===== src/rtl/pcpe_pkg.sv =====
// ----------------------------------------------------------------------------
// pcpe_pkg
// Shared types and constants of the picture column post encoder: defaults,
// register indexes, controller states and the controller/datapath bundles.
// ----------------------------------------------------------------------------
package pcpe_pkg;

    // parameter defaults
    localparam int DEF_MAX_COLUMN_HEIGHT = 1024;
    localparam int DEF_MAX_POST_LEN      = 240;

    // field widths
    localparam int PIXEL_W     = 8;
    localparam int CFG_IDX_W   = 2;
    localparam int CFG_DATA_W  = 11;
    localparam int CHUNK_W     = 64;
    localparam int BCOUNT_W    = 4;
    localparam int OFFSET_W    = 32;

    // post format
    localparam int             LAST_VISIBLE_START = 252;
    localparam logic [7:0]     END_MARKER         = 8'hFF;

    // configuration register indexes
    localparam logic [CFG_IDX_W-1:0] CFG_TRANSP_EN     = 2'd0;
    localparam logic [CFG_IDX_W-1:0] CFG_TRANSP_INDEX  = 2'd1;
    localparam logic [CFG_IDX_W-1:0] CFG_COLUMN_HEIGHT = 2'd2;

    // configuration reset values
    localparam logic                  RST_TRANSP_EN     = 1'b0;
    localparam logic [PIXEL_W-1:0]    RST_TRANSP_INDEX  = 8'd255;
    localparam logic [CFG_DATA_W-1:0] RST_COLUMN_HEIGHT = 11'd128;

    // controller states
    typedef enum logic [2:0] {
        ST_IDLE,
        ST_ROW,
        ST_LEN,
        ST_FIRST,
        ST_PIX,
        ST_LASTPAD,
        ST_MARK
    } state_t;

    // which byte the datapath hands to the chunk packer
    typedef enum logic [2:0] {
        SEL_ROW,
        SEL_LEN,
        SEL_FIRST,
        SEL_PIX,
        SEL_LASTPAD,
        SEL_MARK
    } byte_sel_t;

    // controller -> datapath
    typedef struct packed {
        logic      take;   // input channel open
        logic      push;   // move one byte into the packer
        logic      last;   // final byte of this pixel's output
        byte_sel_t sel;
    } ctrl_cmd_t;

    // datapath -> controller
    typedef struct packed {
        logic accept;      // pixel beat taken this cycle
        logic emit_post;   // accepted pixel closes a visible post
        logic col_end;     // accepted pixel ends its column
        logic col_end_reg; // latched column end of the step in flight
        logic pix_last;    // current run-store byte is the final one
        logic push_ok;     // packer can take a byte this cycle
    } dp_status_t;

endpackage


===== src/rtl/pcpe_ram.sv =====
// ----------------------------------------------------------------------------
// pcpe_ram
// Generic single-write, single-read RAM with a registered read port.
// ----------------------------------------------------------------------------
module pcpe_ram #(
    parameter int WIDTH = 8,
    parameter int DEPTH = 240
) (
    input  logic                                   aclk,
    input  logic                                   we,
    input  logic [(DEPTH > 1 ? $clog2(DEPTH) : 1)-1:0] waddr,
    input  logic [WIDTH-1:0]                       wdata,
    input  logic                                   re,
    input  logic [(DEPTH > 1 ? $clog2(DEPTH) : 1)-1:0] raddr,
    output logic [WIDTH-1:0]                       rdata
);

    logic [WIDTH-1:0] mem [DEPTH];

    // write port
    always_ff @(posedge aclk) begin
        if (we) begin
            mem[waddr] <= wdata;
        end
    end

    // registered read, holds when not enabled
    always_ff @(posedge aclk) begin
        if (re) begin
            rdata <= mem[raddr];
        end
    end

endmodule


===== src/rtl/pcpe_ctrl.sv =====
// ----------------------------------------------------------------------------
// pcpe_ctrl
// Sequencer of the post encoder: takes a pixel in idle, then walks the bytes
// of the post and the end marker to the packer, one per cycle unless stalled.
// ----------------------------------------------------------------------------
module pcpe_ctrl (
    input  logic                  aclk,
    input  logic                  aresetn,
    input  pcpe_pkg::dp_status_t  status,
    output pcpe_pkg::ctrl_cmd_t   cmd
);
    import pcpe_pkg::*;

    state_t state_reg;
    state_t state_next;

    // state register
    always_ff @(posedge aclk) begin
        if (!aresetn) begin
            state_reg <= ST_IDLE;
        end else begin
            state_reg <= state_next;
        end
    end

    // next state
    always_comb begin
        state_next = state_reg;
        unique case (state_reg)
            ST_IDLE: begin
                if (status.accept && status.emit_post) begin
                    state_next = ST_ROW;
                end else if (status.accept && status.col_end) begin
                    state_next = ST_MARK;
                end
            end
            ST_ROW: begin
                if (status.push_ok) state_next = ST_LEN;
            end
            ST_LEN: begin
                if (status.push_ok) state_next = ST_FIRST;
            end
            ST_FIRST: begin
                if (status.push_ok) state_next = ST_PIX;
            end
            ST_PIX: begin
                if (status.push_ok && status.pix_last) state_next = ST_LASTPAD;
            end
            ST_LASTPAD: begin
                if (status.push_ok) begin
                    state_next = status.col_end_reg ? ST_MARK : ST_IDLE;
                end
            end
            ST_MARK: begin
                if (status.push_ok) state_next = ST_IDLE;
            end
            default: state_next = ST_IDLE;
        endcase
    end

    // outputs; last follows state and col_end_reg, push follows packer space
    always_comb begin
        cmd.take = 1'b0;
        cmd.push = 1'b0;
        cmd.last = 1'b0;
        cmd.sel  = SEL_ROW;
        unique case (state_reg)
            ST_IDLE: begin
                cmd.take = 1'b1;
            end
            ST_ROW: begin
                cmd.push = status.push_ok;
                cmd.sel  = SEL_ROW;
            end
            ST_LEN: begin
                cmd.push = status.push_ok;
                cmd.sel  = SEL_LEN;
            end
            ST_FIRST: begin
                cmd.push = status.push_ok;
                cmd.sel  = SEL_FIRST;
            end
            ST_PIX: begin
                cmd.push = status.push_ok;
                cmd.sel  = SEL_PIX;
            end
            ST_LASTPAD: begin
                cmd.push = status.push_ok;
                cmd.last = !status.col_end_reg;
                cmd.sel  = SEL_LASTPAD;
            end
            ST_MARK: begin
                cmd.push = status.push_ok;
                cmd.last = 1'b1;
                cmd.sel  = SEL_MARK;
            end
            default: begin
                cmd.take = 1'b0;
            end
        endcase
    end

    // a stalled run-store byte keeps the sequencer on it
    a_pix_hold: assert property (@(posedge aclk) disable iff (!aresetn)
        (state_reg == ST_PIX && !cmd.push) |=> (state_reg == ST_PIX))
        else $error("pcpe_ctrl: left pixel readout without a push");

endmodule


===== src/rtl/pcpe_datapath.sv =====
// ----------------------------------------------------------------------------
// pcpe_datapath
// Configuration registers, run state, run store, byte selection, chunk
// packer and output register of the post encoder.
// ----------------------------------------------------------------------------
module pcpe_datapath #(
    parameter int MAX_COLUMN_HEIGHT = pcpe_pkg::DEF_MAX_COLUMN_HEIGHT,
    parameter int MAX_POST_LEN      = pcpe_pkg::DEF_MAX_POST_LEN
) (
    input  logic                              aclk,
    input  logic                              aresetn,
    // configuration
    input  logic                              cfg_valid,
    output logic                              cfg_ready,
    input  logic [pcpe_pkg::CFG_IDX_W-1:0]    cfg_index,
    input  logic [pcpe_pkg::CFG_DATA_W-1:0]   cfg_data,
    // pixels
    input  logic                              s_valid,
    output logic                              s_ready,
    input  logic [pcpe_pkg::PIXEL_W-1:0]      s_pixel,
    // chunks
    output logic                              m_valid,
    input  logic                              m_ready,
    output logic [pcpe_pkg::CHUNK_W-1:0]      m_chunk_bytes,
    output logic [pcpe_pkg::BCOUNT_W-1:0]     m_byte_count,
    output logic                              m_last_of_run,
    output logic                              m_column_end,
    output logic [pcpe_pkg::OFFSET_W-1:0]     m_column_offset,
    // controller
    input  pcpe_pkg::ctrl_cmd_t               cmd,
    output pcpe_pkg::dp_status_t              status
);
    import pcpe_pkg::*;

    localparam int ROW_W  = (MAX_COLUMN_HEIGHT > 1) ? $clog2(MAX_COLUMN_HEIGHT) : 1;
    localparam int ROWP_W = ROW_W + 1;
    localparam int H_W    = $clog2(MAX_COLUMN_HEIGHT + 1);
    localparam int LEN_W  = $clog2(MAX_POST_LEN + 1);
    localparam int ADDR_W = (MAX_POST_LEN > 1) ? $clog2(MAX_POST_LEN) : 1;

    // configuration
    logic                  tr_en_reg;
    logic [PIXEL_W-1:0]    tr_idx_reg;
    logic [CFG_DATA_W-1:0] col_h_reg;

    // run state
    logic [LEN_W-1:0]      run_len_reg,  run_len_next;
    logic [ROW_W-1:0]      start_reg,    start_next;
    logic [ROW_W-1:0]      row_reg,      row_next;
    logic [OFFSET_W-1:0]   total_reg,    total_next;
    logic [OFFSET_W-1:0]   col_base_reg, col_base_next;

    // latched step for readout (payload)
    logic [LEN_W-1:0]      post_len_reg;
    logic [ROW_W-1:0]      post_row_reg;
    logic                  col_end_reg;
    logic [PIXEL_W-1:0]    first_pix_reg;
    logic [PIXEL_W-1:0]    last_pix_reg;
    logic [ADDR_W-1:0]     idx_reg;

    // packer and output register
    logic [CHUNK_W-1:0]    acc_reg,     acc_next;
    logic [2:0]            acc_cnt_reg, acc_cnt_next;
    logic                  m_valid_reg, m_valid_next;
    logic [CHUNK_W-1:0]    m_data_reg;
    logic [BCOUNT_W-1:0]   m_cnt_reg;
    logic                  m_last_reg;
    logic                  m_cend_reg;
    logic [OFFSET_W-1:0]   m_off_reg;

    logic                  accept;
    logic [H_W-1:0]        h_eff;
    logic [ROWP_W-1:0]     row_plus;
    logic                  col_end_now;
    logic                  is_trans;
    logic [LEN_W-1:0]      len_inc;
    logic [LEN_W-1:0]      len_new;
    logic [ROW_W-1:0]      start_new;
    logic                  full;
    logic                  closing;
    logic                  emit_post;
    logic [LEN_W-1:0]      idx_plus;
    logic                  pix_last;
    logic                  ram_re;
    logic [ADDR_W-1:0]     ram_raddr;
    logic [PIXEL_W-1:0]    ram_rdata;
    logic [PIXEL_W-1:0]    byte_sel;
    logic                  out_free;
    logic                  chunk_done;
    logic [CHUNK_W-1:0]    acc_ins;

    assign cfg_ready = 1'b1;
    assign s_ready   = cmd.take;
    assign accept    = s_valid && cmd.take;

    // configuration writes; unknown indexes are dropped
    always_ff @(posedge aclk) begin
        if (!aresetn) begin
            tr_en_reg  <= RST_TRANSP_EN;
            tr_idx_reg <= RST_TRANSP_INDEX;
            col_h_reg  <= RST_COLUMN_HEIGHT;
        end else if (cfg_valid) begin
            unique case (cfg_index)
                CFG_TRANSP_EN:     tr_en_reg  <= cfg_data[0];
                CFG_TRANSP_INDEX:  tr_idx_reg <= cfg_data[PIXEL_W-1:0];
                CFG_COLUMN_HEIGHT: col_h_reg  <= cfg_data;
                default:           tr_en_reg  <= tr_en_reg;
            endcase
        end
    end

    // effective height: zero reads as one, large values saturate
    always_comb begin
        if (col_h_reg == '0) begin
            h_eff = H_W'(1);
        end else if (32'(col_h_reg) > 32'(MAX_COLUMN_HEIGHT)) begin
            h_eff = H_W'(MAX_COLUMN_HEIGHT);
        end else begin
            h_eff = H_W'(col_h_reg);
        end
    end

    // step decode for the pixel on the input
    always_comb begin
        row_plus    = ROWP_W'(row_reg) + ROWP_W'(1);
        col_end_now = 32'(row_plus) >= 32'(h_eff);
        is_trans    = tr_en_reg && (s_pixel == tr_idx_reg);
        len_inc     = run_len_reg + LEN_W'(1);
        len_new     = is_trans ? run_len_reg : len_inc;
        start_new   = (!is_trans && run_len_reg == '0) ? row_reg : start_reg;
        full        = !is_trans && (32'(len_inc) >= 32'(MAX_POST_LEN));
        closing     = is_trans || full || col_end_now;
        emit_post   = closing && (len_new != '0)
                      && (32'(start_new) <= 32'(LAST_VISIBLE_START));
    end

    // run state update on accept
    always_comb begin
        run_len_next = run_len_reg;
        start_next   = start_reg;
        row_next     = row_reg;
        if (accept) begin
            run_len_next = closing ? '0 : len_new;
            start_next   = start_new;
            row_next     = col_end_now ? '0 : row_plus[ROW_W-1:0];
        end
    end

    always_ff @(posedge aclk) begin
        if (!aresetn) begin
            run_len_reg <= '0;
            start_reg   <= '0;
            row_reg     <= '0;
        end else begin
            run_len_reg <= run_len_next;
            start_reg   <= start_next;
            row_reg     <= row_next;
        end
    end

    // step latch for the readout
    always_ff @(posedge aclk) begin
        if (accept) begin
            post_len_reg <= len_new;
            post_row_reg <= start_new;
            col_end_reg  <= col_end_now;
            if (!is_trans) begin
                last_pix_reg <= s_pixel;
                if (run_len_reg == '0) first_pix_reg <= s_pixel;
            end
        end
    end

    // run store readout: rdata holds the byte at idx while in pixel phase
    always_comb begin
        idx_plus  = LEN_W'(idx_reg) + LEN_W'(1);
        pix_last  = (idx_plus == post_len_reg);
        ram_re    = cmd.push && ((cmd.sel == SEL_FIRST)
                                 || (cmd.sel == SEL_PIX && !pix_last));
        ram_raddr = (cmd.sel == SEL_FIRST) ? '0 : idx_plus[ADDR_W-1:0];
    end

    always_ff @(posedge aclk) begin
        if (cmd.push && cmd.sel == SEL_FIRST) begin
            idx_reg <= '0;
        end else if (cmd.push && cmd.sel == SEL_PIX) begin
            idx_reg <= idx_plus[ADDR_W-1:0];
        end
    end

    pcpe_ram #(
        .WIDTH (PIXEL_W),
        .DEPTH (MAX_POST_LEN)
    ) u_run_store (
        .aclk  (aclk),
        .we    (accept && !is_trans),
        .waddr (run_len_reg[ADDR_W-1:0]),
        .wdata (s_pixel),
        .re    (ram_re),
        .raddr (ram_raddr),
        .rdata (ram_rdata)
    );

    // byte select
    always_comb begin
        unique case (cmd.sel)
            SEL_ROW:     byte_sel = 8'(post_row_reg);
            SEL_LEN:     byte_sel = 8'(post_len_reg);
            SEL_FIRST:   byte_sel = first_pix_reg;
            SEL_PIX:     byte_sel = ram_rdata;
            SEL_LASTPAD: byte_sel = last_pix_reg;
            SEL_MARK:    byte_sel = END_MARKER;
            default:     byte_sel = END_MARKER;
        endcase
    end

    // chunk packer: a byte that fills or ends a chunk needs the output slot
    always_comb begin
        out_free     = !m_valid_reg || m_ready;
        chunk_done   = cmd.push && ((acc_cnt_reg == 3'd7) || cmd.last);
        acc_ins      = acc_reg | (CHUNK_W'(byte_sel) << {acc_cnt_reg, 3'b000});
        acc_next     = acc_reg;
        acc_cnt_next = acc_cnt_reg;
        if (cmd.push) begin
            acc_next     = chunk_done ? '0 : acc_ins;
            acc_cnt_next = chunk_done ? 3'd0 : acc_cnt_reg + 3'd1;
        end
    end

    // byte counter and column base
    always_comb begin
        total_next    = total_reg;
        col_base_next = col_base_reg;
        if (cmd.push) begin
            total_next = total_reg + OFFSET_W'(1);
            if (cmd.last && col_end_reg) col_base_next = total_next;
        end
    end

    always_ff @(posedge aclk) begin
        if (!aresetn) begin
            acc_reg      <= '0;
            acc_cnt_reg  <= '0;
            total_reg    <= '0;
            col_base_reg <= '0;
        end else begin
            acc_reg      <= acc_next;
            acc_cnt_reg  <= acc_cnt_next;
            total_reg    <= total_next;
            col_base_reg <= col_base_next;
        end
    end

    // output register
    always_comb begin
        m_valid_next = m_valid_reg && !m_ready;
        if (chunk_done) m_valid_next = 1'b1;
    end

    always_ff @(posedge aclk) begin
        if (!aresetn) begin
            m_valid_reg <= 1'b0;
        end else begin
            m_valid_reg <= m_valid_next;
        end
    end

    always_ff @(posedge aclk) begin
        if (chunk_done) begin
            m_data_reg <= acc_ins;
            m_cnt_reg  <= BCOUNT_W'(acc_cnt_reg) + BCOUNT_W'(1);
            m_last_reg <= cmd.last;
            m_cend_reg <= cmd.last && col_end_reg;
            m_off_reg  <= col_base_reg;
        end
    end

    assign m_valid         = m_valid_reg;
    assign m_chunk_bytes   = m_data_reg;
    assign m_byte_count    = m_cnt_reg;
    assign m_last_of_run   = m_last_reg;
    assign m_column_end    = m_cend_reg;
    assign m_column_offset = m_off_reg;

    // status to controller
    always_comb begin
        status.accept      = accept;
        status.emit_post   = emit_post;
        status.col_end     = col_end_now;
        status.col_end_reg = col_end_reg;
        status.pix_last    = pix_last;
        status.push_ok     = !((acc_cnt_reg == 3'd7) || cmd.last) || out_free;
    end

    a_push_has_room: assert property (@(posedge aclk) disable iff (!aresetn)
        cmd.push |-> status.push_ok)
        else $error("pcpe_datapath: byte pushed with no room for its chunk");

    a_packer_empty: assert property (@(posedge aclk) disable iff (!aresetn)
        (cmd.push && cmd.last) |=> (acc_cnt_reg == 3'd0))
        else $error("pcpe_datapath: packer not empty after final byte");

    a_run_bound: assert property (@(posedge aclk) disable iff (!aresetn)
        accept |=> (32'(run_len_reg) < 32'(MAX_POST_LEN)))
        else $error("pcpe_datapath: open run reached the post limit");

endmodule


===== src/rtl/picture_column_post_encoder.sv =====
// ----------------------------------------------------------------------------
// picture_column_post_encoder
// Turns a column-major pixel stream into posts and end markers, packed into
// chunks of up to eight bytes tagged with the column's byte offset.
// ----------------------------------------------------------------------------
// A pixel beat that closes no post and ends no column leaves the block ready
// for the next beat. One that ends a column with no visible post emits only
// the end marker. One that closes a visible post of n pixels emits its row,
// length, first pixel, n pixels, last pixel and, if it ends the column, the
// end marker: every output byte passes the chunk packer one per cycle, and
// run pixels come from the single byte-wide read port of the run store. A
// chunk waiting in the output register stalls the packer only on the byte
// that would complete the next chunk. Configuration, on its own always-ready
// channel, must be written only between pixel steps, which is not enforced.
module picture_column_post_encoder #(
    parameter int MAX_COLUMN_HEIGHT = pcpe_pkg::DEF_MAX_COLUMN_HEIGHT,
    parameter int MAX_POST_LEN      = pcpe_pkg::DEF_MAX_POST_LEN
) (
    input  logic                              aclk,
    input  logic                              aresetn,
    input  logic                              cfg_valid,
    output logic                              cfg_ready,
    input  logic [pcpe_pkg::CFG_IDX_W-1:0]    cfg_index,
    input  logic [pcpe_pkg::CFG_DATA_W-1:0]   cfg_data,
    input  logic                              s_valid,
    output logic                              s_ready,
    input  logic [pcpe_pkg::PIXEL_W-1:0]      s_pixel,
    output logic                              m_valid,
    input  logic                              m_ready,
    output logic [pcpe_pkg::CHUNK_W-1:0]      m_chunk_bytes,
    output logic [pcpe_pkg::BCOUNT_W-1:0]     m_byte_count,
    output logic                              m_last_of_run,
    output logic                              m_column_end,
    output logic [pcpe_pkg::OFFSET_W-1:0]     m_column_offset
);
    import pcpe_pkg::*;

    ctrl_cmd_t  cmd;
    dp_status_t status;

    // sequencer
    pcpe_ctrl u_ctrl (
        .aclk    (aclk),
        .aresetn (aresetn),
        .status  (status),
        .cmd     (cmd)
    );

    // datapath
    pcpe_datapath #(
        .MAX_COLUMN_HEIGHT (MAX_COLUMN_HEIGHT),
        .MAX_POST_LEN      (MAX_POST_LEN)
    ) u_datapath (
        .aclk            (aclk),
        .aresetn         (aresetn),
        .cfg_valid       (cfg_valid),
        .cfg_ready       (cfg_ready),
        .cfg_index       (cfg_index),
        .cfg_data        (cfg_data),
        .s_valid         (s_valid),
        .s_ready         (s_ready),
        .s_pixel         (s_pixel),
        .m_valid         (m_valid),
        .m_ready         (m_ready),
        .m_chunk_bytes   (m_chunk_bytes),
        .m_byte_count    (m_byte_count),
        .m_last_of_run   (m_last_of_run),
        .m_column_end    (m_column_end),
        .m_column_offset (m_column_offset),
        .cmd             (cmd),
        .status          (status)
    );

endmodule


===== config.mk =====
export PLATFORM = sky130hd
export DESIGN_NAME = picture_column_post_encoder
export DESIGN_NICKNAME = d
export VERILOG_FILES = /design/src/rtl/pcpe_pkg.sv /design/src/rtl/pcpe_ram.sv /design/src/rtl/pcpe_ctrl.sv /design/src/rtl/pcpe_datapath.sv /design/src/rtl/picture_column_post_encoder.sv
export SDC_FILE = /design/constraint.sdc
export NUM_CORES = 2
export LEC_CHECK = 0
export ABC_CLOCK_PERIOD_IN_PS = 20000
export BUFFER_PORTS_ARGS = -buffer_cell sky130_fd_sc_hd__buf_2
export CORE_ASPECT_RATIO = 1.75
export CORE_MARGIN = 4
export CORE_UTILIZATION = 47
export DETAILED_ROUTE_END_ITERATION = 16
export PLACE_DENSITY = 0.61
export SLEW_MARGIN = 20
export SYNTH_ARGS = -nofsm -noshare
export SYNTH_HDL_FRONTEND = slang
export SYNTH_SLANG_ARGS = --single-unit

===== constraint.sdc =====
create_clock -name aclk -period 20 [get_ports aclk]
set_clock_uncertainty 0.2 [all_clocks]
set_input_delay 3 -clock aclk [delete_from_list [all_inputs] [get_ports aclk]]
set_output_delay 3 -clock aclk [all_outputs]
set_load 0.01 [all_outputs]

## Word-level counts from Yosys, hierarchy flattened

Memory sizes are Yosys's and may differ from the RTL's. A register that Yosys moved wholly into a read port is not among the register bits.
Index checks and enable logic that the tools add are counted.

| cells by class | value |
|---|---|
| add/subtract/negate cells | 6 |
| order comparisons | 4 |
| equality and inequality tests | 22 |
| shift-type cells | 1 |
| mux-type cells | 27 |
| bitwise gates (word level) | 2 |
| reductions and logical operators | 43 |

Operators by type and width:

| kind | count |
|---|---|
| 64-bit 2-to-1 mux | 1 |
| 64-bit bitwise OR | 1 |
| 8-bit by 6-bit << shifter with 64-bit output | 1 |
| 8-bit one-hot mux with 5 select lines | 1 |
| 32-bit by 1-bit adder with 32-bit output, second input constant | 1 |
| 3-bit 2-to-1 mux | 10 |
| 8-bit 2-to-1 mux | 3 |
| 11-bit 2-to-1 mux | 2 |
| 3-bit one-hot mux with 7 select lines | 1 |
| 10-bit 2-to-1 mux | 2 |
| 1-bit logical AND | 17 |
| 8-bit by 1-bit adder with 8-bit output, second input constant | 2 |
| 8-bit equality test | 2 |
| 3-bit equality test, second input constant | 5 |
| 3-bit one-hot mux with 5 select lines | 1 |
| 3-bit by 2-bit equality test with 1-bit output, second input constant | 4 |
| 2-bit by 1-bit inequality test with 1-bit output, second input constant | 6 |
| 10-bit by 1-bit adder with 11-bit output, second input constant | 1 |
| 11-bit >= comparator | 1 |
| 11-bit > comparator, second input constant | 1 |
| 11-bit logical NOT | 1 |
| 10-bit by 8-bit <= comparator with 1-bit output, second input constant | 1 |
| 2-bit AND reduction | 5 |
| 8-bit >= comparator, second input constant | 1 |
| 18 further kinds | 34 |

| word-level totals | value |
|---|---|
| register bits after elaboration | 326 |
| bits in writable memories | 1920 |
| input bits | 26 |
| output and inout port bits | 105 |
| logic and storage cells | 129 |
| memories kept | 1 |

Memories:

| name | words | bits a word | read ports | clocked after memory_dff | write ports | RTL line | RTL |
|---|---|---|---|---|---|---|---|
| u_datapath.u_run_store.mem | 240 | 8 | 1 | 1 | 1 | pcpe_ram.sv:18 | `logic [WIDTH-1:0] mem [DEPTH];` |

## Longest topological paths before layout

| logic depth | value |
|---|---|
| word-level depth | 11 |
| gate-level depth with buffers | 16 |
| depth with buffers taken out | 13 |

## Hierarchy

Synthesis repeated with hierarchy kept, for this count alone.

| unflattened totals | value |
|---|---|
| cells, all modules | 4788 |
| area, all modules | 89608.4 µm² |

Modules (own cells, without submodules):

| module | instances | cells each | area each (µm²) | sequential area each (µm²) |
|---|---|---|---|---|
| pcpe_ram | 1 | 3481 | 75393.6 | 57895.5 |
| pcpe_datapath | 1 | 1265 | 13903.3 | 7817.5 |
| pcpe_ctrl | 1 | 42 | 311.5 | 60.1 |

## Worst setup path before layout

No wires, ideal clock.

| timing path | value |
|---|---|
| path type | in2reg |
| start point | input m_ready |
| end point | register u_datapath.acc_reg[43] |
| setup time | 0.128 ns |
| arrival time | 8.766 ns |
| data required time | 19.672 ns |
| slack | 10.907 ns |
| cell stages on the path | 8 |
| buffers on the path | 2 |
| cell sequence | nor2b_1 o21ai_1 nand2_1 nor2_1 nand2b_1 clkbuf_1 buf_1 nor2_1 |

| between the ends | value |
|---|---|
| cells in the longest elaborated chain, start to end | 5 |

Ends and longest elaborated chain:

| element | RTL line | RTL |
|---|---|---|
| start: declaration | picture_column_post_encoder.sv:29 | `input logic m_ready,` |
| 1-bit logical OR | pcpe_datapath.sv:219 | `out_free = !m_valid_reg \|\| m_ready;` |
| 1-bit logical OR | pcpe_datapath.sv:292 | `status.push_ok = !((acc_cnt_reg == 3'd7) \|\| cmd.last) \|\| out_free;` |
| 1-bit 2-to-1 mux | pcpe_ctrl.sv:67 | `unique case (state_reg)` |
| 1-bit logical AND | pcpe_datapath.sv:220 | `chunk_done = cmd.push && ((acc_cnt_reg == 3'd7) \|\| cmd.last);` |
| via u_datapath.chunk_done | pcpe_datapath.sv:89 | `logic chunk_done;` |
| 64-bit 2-to-1 mux | pcpe_datapath.sv:225 | `acc_next = chunk_done ? '0 : acc_ins;` |
| end signal: assignment | pcpe_datapath.sv:247 | `acc_reg <= acc_next;` |
| end: declaration | pcpe_datapath.sv:62 | `logic [CHUNK_W-1:0] acc_reg, acc_next;` |

The timed path passes the listed nets, and every way through them passes these cells.
A chain may end at the register's enable or synchronous reset.

## Worst setup path in the final report

| timing path | value |
|---|---|
| start point | input s_pixel[4] (netlist name) |
| end point | memory u_datapath.u_run_store.mem[123][3], enable pin |

| between the ends | value |
|---|---|
| cells in the longest elaborated chain, start to end | 6 |

Ends and longest elaborated chain:

| element | RTL line | RTL |
|---|---|---|
| start: declaration | picture_column_post_encoder.sv:27 | `input logic [pcpe_pkg::PIXEL_W-1:0] s_pixel,` |
| 8-bit equality test | pcpe_datapath.sv:127 | `is_trans = tr_en_reg && (s_pixel == tr_idx_reg);` |
| 1-bit logical AND | pcpe_datapath.sv:127 |  |
| 1-bit logical NOT | pcpe_datapath.sv:196 | `.we (accept && !is_trans),` |
| 1-bit logical AND | pcpe_datapath.sv:196 |  |
| 1-bit 2-to-1 mux | pcpe_ram.sv:22 | `if (we) begin` |
| 1-bit 2-to-1 mux (implied by the code) | pcpe_ram.sv:23 | `mem[waddr] <= wdata;` |
| end: declaration | pcpe_ram.sv:18 |  |

No other way between the ends.

==> impl_metrics.toml <==
[status]
status = "complete, no violations"

[cts]
numCtsBuffers = 197
cts_buffer_depth = 4
cts.sinks = 2254
cts_root_buf = "clkbuf_16"
path_clk_slew_ns = 0.06
ctsHoldBuffers = 0
cts_setup_buffers = 0
cts_tree = "done"
cts_resized = 0
cts-htree-levels = 4
insertion_delay_ns = 0.86

[logic_synthesis]
ys_seq_area_share_pct = 72.74
synthesis.area_mm2 = 0.09043
synth-simple-area-share_pct = 8.591
synthXorXnorAreaFrac_pct = 1.043
synthTopCellsByArea = "edfxtp_1 69%, dfxtp_1 4.2%, nand2_1 2.7%"
synth_top_family_by_area = "compound AO/OA/AOI/OAI gates"
synthMuxAreaShare_pct = 4.915
synth_ff_type = "edfxtp_1"
ys_seq_elements = 2254
synth_compound_area_share_pct = 9.821
synth_nets = 6330
synthAdderAreaFrac_pct = 0.2767
synth_warnings = 0
yosys.area.top_type_share_pct = 68.51
synth.largest_area_cell = "edfxtp_1"
synth_cell_types = 90
avgSynthCellArea_um2 = 14.39
postSynthCellCount = 6284
synth_edf_count = 2063
synthArstFlopShare_pct = 0

[power_and_ir_drop]
p_seq_share_pct = 36.0
power.density_cell_area_mw_per_mm2 = 147.5
leakagePower_nw = 32.82
p_clk_share_pct = 25.9
p_switching_mw = 5.924
switching_share_pct = 40.11
p_int_mw = 8.846
combPwrFrac_pct = 38.2
ir_drop_v = 0.0001926

[timing]
maxSlewHeadroom_pct = 16.84
worstMarginPinSlew_ns = 1.237
fmax_mhz = 144.1
tns_ns = 0
finalCritPeriodShare_pct = 34.70
worst_slack_ns = 13.06
maxSlewViolCount = 0
rsz0062_at_grt = "no"
fin_crit_ns = 6.940
hold_violations = 0
hold_slack_ns = 0.2316
setup_viol = 0

[routing]
wire_per_inst_um = 35.10
vias = 58560
routed_via_density = 6.533
first_pass_iters = 7
post-route-drc-count = 0
totalWireLength_um = 314700
antenna_left = 0
drtIter0Drc = 7924

[global_routing]
globalRouteTotalUtil_pct = 30.72
grt_overflow = 0
first_global_vias = 56810
grt_start_max_net_pins = 144
grt_pass1_wl_um = 434700
antenna_found_initial = 12

[hold_path]
hold_path_class = "reg -> reg"
whs_path_depth = 0
min_from = "u_datapath.col_base_reg[31]"
hold_end = "u_datapath.m_column_offset[31]"

[floorplanning]
start_util_pct = 47.35
dieArea_mm2 = 0.1998
rows = 212
ios = 131
coreArea_mm2 = 0.1910
die_h_um = 588.3
dieWidth_um = 339.6

[placement]
hpwl_um = 198800
port_buffers = 129
placedCellCount = 8602
gp_congestion = 0.9503
dp_slack_ns = 12.38

[final_layout]
stdcell_count = 8965
largest_register_ffs = 1920
fin_util_pct = 52.43
drive_gt1_share_pct = 12.40
fill_cells = 15650
area_delta_synth_final_pct = 10.74
nets = 6388

[flow_run]
max_cap_violations = 0

[worst_setup_path]
r2r_cells = 11
end_kind = "flip-flop"
slowest_delay_ns = 0.92
crit_type = "in -> reg"
cp_top_family = "simple AND/OR/NAND/NOR gates"
cp_max_fo = 78
arrival_ns = 7.20
path_cells = "clkbuf_8 -> xnor2_1 -> nand2_1 -> nor3_2 -> buf_4 -> nand2b_1 -> nor3b_1 -> nand2_1 -> buf_4 -> nor2_1"
reg2reg_to = "u_datapath.u_run_store.rdata[2]"
r2r-start = "u_datapath.idx_reg[0]"
critPathSlowestCell = "nand2_1"
cp.required_ns = 20.26
path_buf_inv = 3
reg2reg_slack_ns = 13.75
setup.worst_path.start_class = "primary input"
## stage by stage
step	area, µm²	total power, mW
global placement	93730	10.82
global route	100100	15.08
floorplan	90430	8.483
CTS	100100	14.62
detailed placement	93740	10.85
finish	100100	14.77
## power by group through the flow
stage	logic, mW	clock network [mW]	registers (mW)
after floorplan	3.13	0	5.35
after global routing	5.72	4.05	5.31
after detailed placement	5.44	0	5.41
after CTS	5.46	3.85	5.31
after global placement	5.41	0	5.41
final	5.64	3.82	5.31
## cells in the final DEF (no fill, tap or decap), types with 59 or more instances in the layout
cell type,count
a31oi_1,86
o221ai_1,63
buf_2,121
a221oi_1,59
dfxtp_1,189
mux2i_1,237
nand3_1,170
mux4_2,60
buf_4,155
o21ai_0,231
nor3_1,80
clkbuf_16,199
a211oi_1,105
nor2_1,550
edfxtp_1,2063
a21oi_1,178
o22ai_1,148
nand2_1,639
mux2_2,64
xnor2_1,59
a21o_1,73
## metal layers
metal / vias to the layer above / track usage [%] / part of all wire, %
li1: 24310 / - / -
met1: 29250 / 34.20 / 32
met2: 3862 / 50.39 / 48
met3: 1143 / 5.957 / 9.2
met4: 4 / 27.05 / 11
met5: - / 0 / 0.0070
## synth_stat cells (33+ instances only)
cell,count
o22ai_1,148
nand4_1,41
o221ai_1,64
nor4_1,33
dfxtp_1,191
o21ai_0,233
xor2_1,42
nor2b_1,41
nor3_1,85
and3_1,48
inv_1,41
mux2_2,64
mux2i_1,237
buf_4,47
a221oi_1,60
o211ai_1,56
a211oi_1,107
a21oi_1,181
nand3_1,170
a21o_1,73
xnor2_1,62
clkbuf_1,194
a31oi_1,86
edfxtp_1,2063
nor2_1,565
mux4_2,60
nand2_1,647
buf_2,151
## cell type report
| type | instances | area (µm²) | share of cell area [%] |
|---|---|---|---|
| diodes | 10 | 25.02 | 0.02499 |
| clock buffers | 230 | 5126 | 5.119 |
| clock inverters | 121 | 1185 | 1.183 |
| inverters | 45 | 175.2 | 0.1749 |
| multi-input cells | 3545 | 22590 | 22.56 |
| flip-flops and latches | 2254 | 65780 | 65.69 |
| well taps | 2461 | 3079 | 3.075 |
| repair buffers | 299 | 2173 | 2.170 |
## worst max-delay path by stage
stage	start	endpoint	slack, ns	cells past startpoint
after global placement	s_pixel[4]	u_datapath.u_run_store.mem[27][3]	12.43	10
after floorplan	m_ready	u_datapath.acc_reg[43]	10.91	8
final	s_pixel[4]	u_datapath.u_run_store.mem[123][3]	13.06	10
after global routing	s_pixel[4]	u_datapath.u_run_store.mem[123][1]	13.06	10
after detailed placement	s_pixel[4]	u_datapath.u_run_store.mem[123][3]	12.38	10
after CTS	s_pixel[4]	u_datapath.u_run_store.mem[123][1]	13.24	10
## kinds of logic after synthesis
kind of cell / count (synthesis)
other: 1
xor gates and xnor gates: 106
muxes: 361
AOI/OAI and AO/OA: 1297
and+or+nand+nor: 1760
adders and majority gates: 20
buffers and inverters: 485
DFF: 2254
No activity file was read; power rests on OpenSTA's default activity.
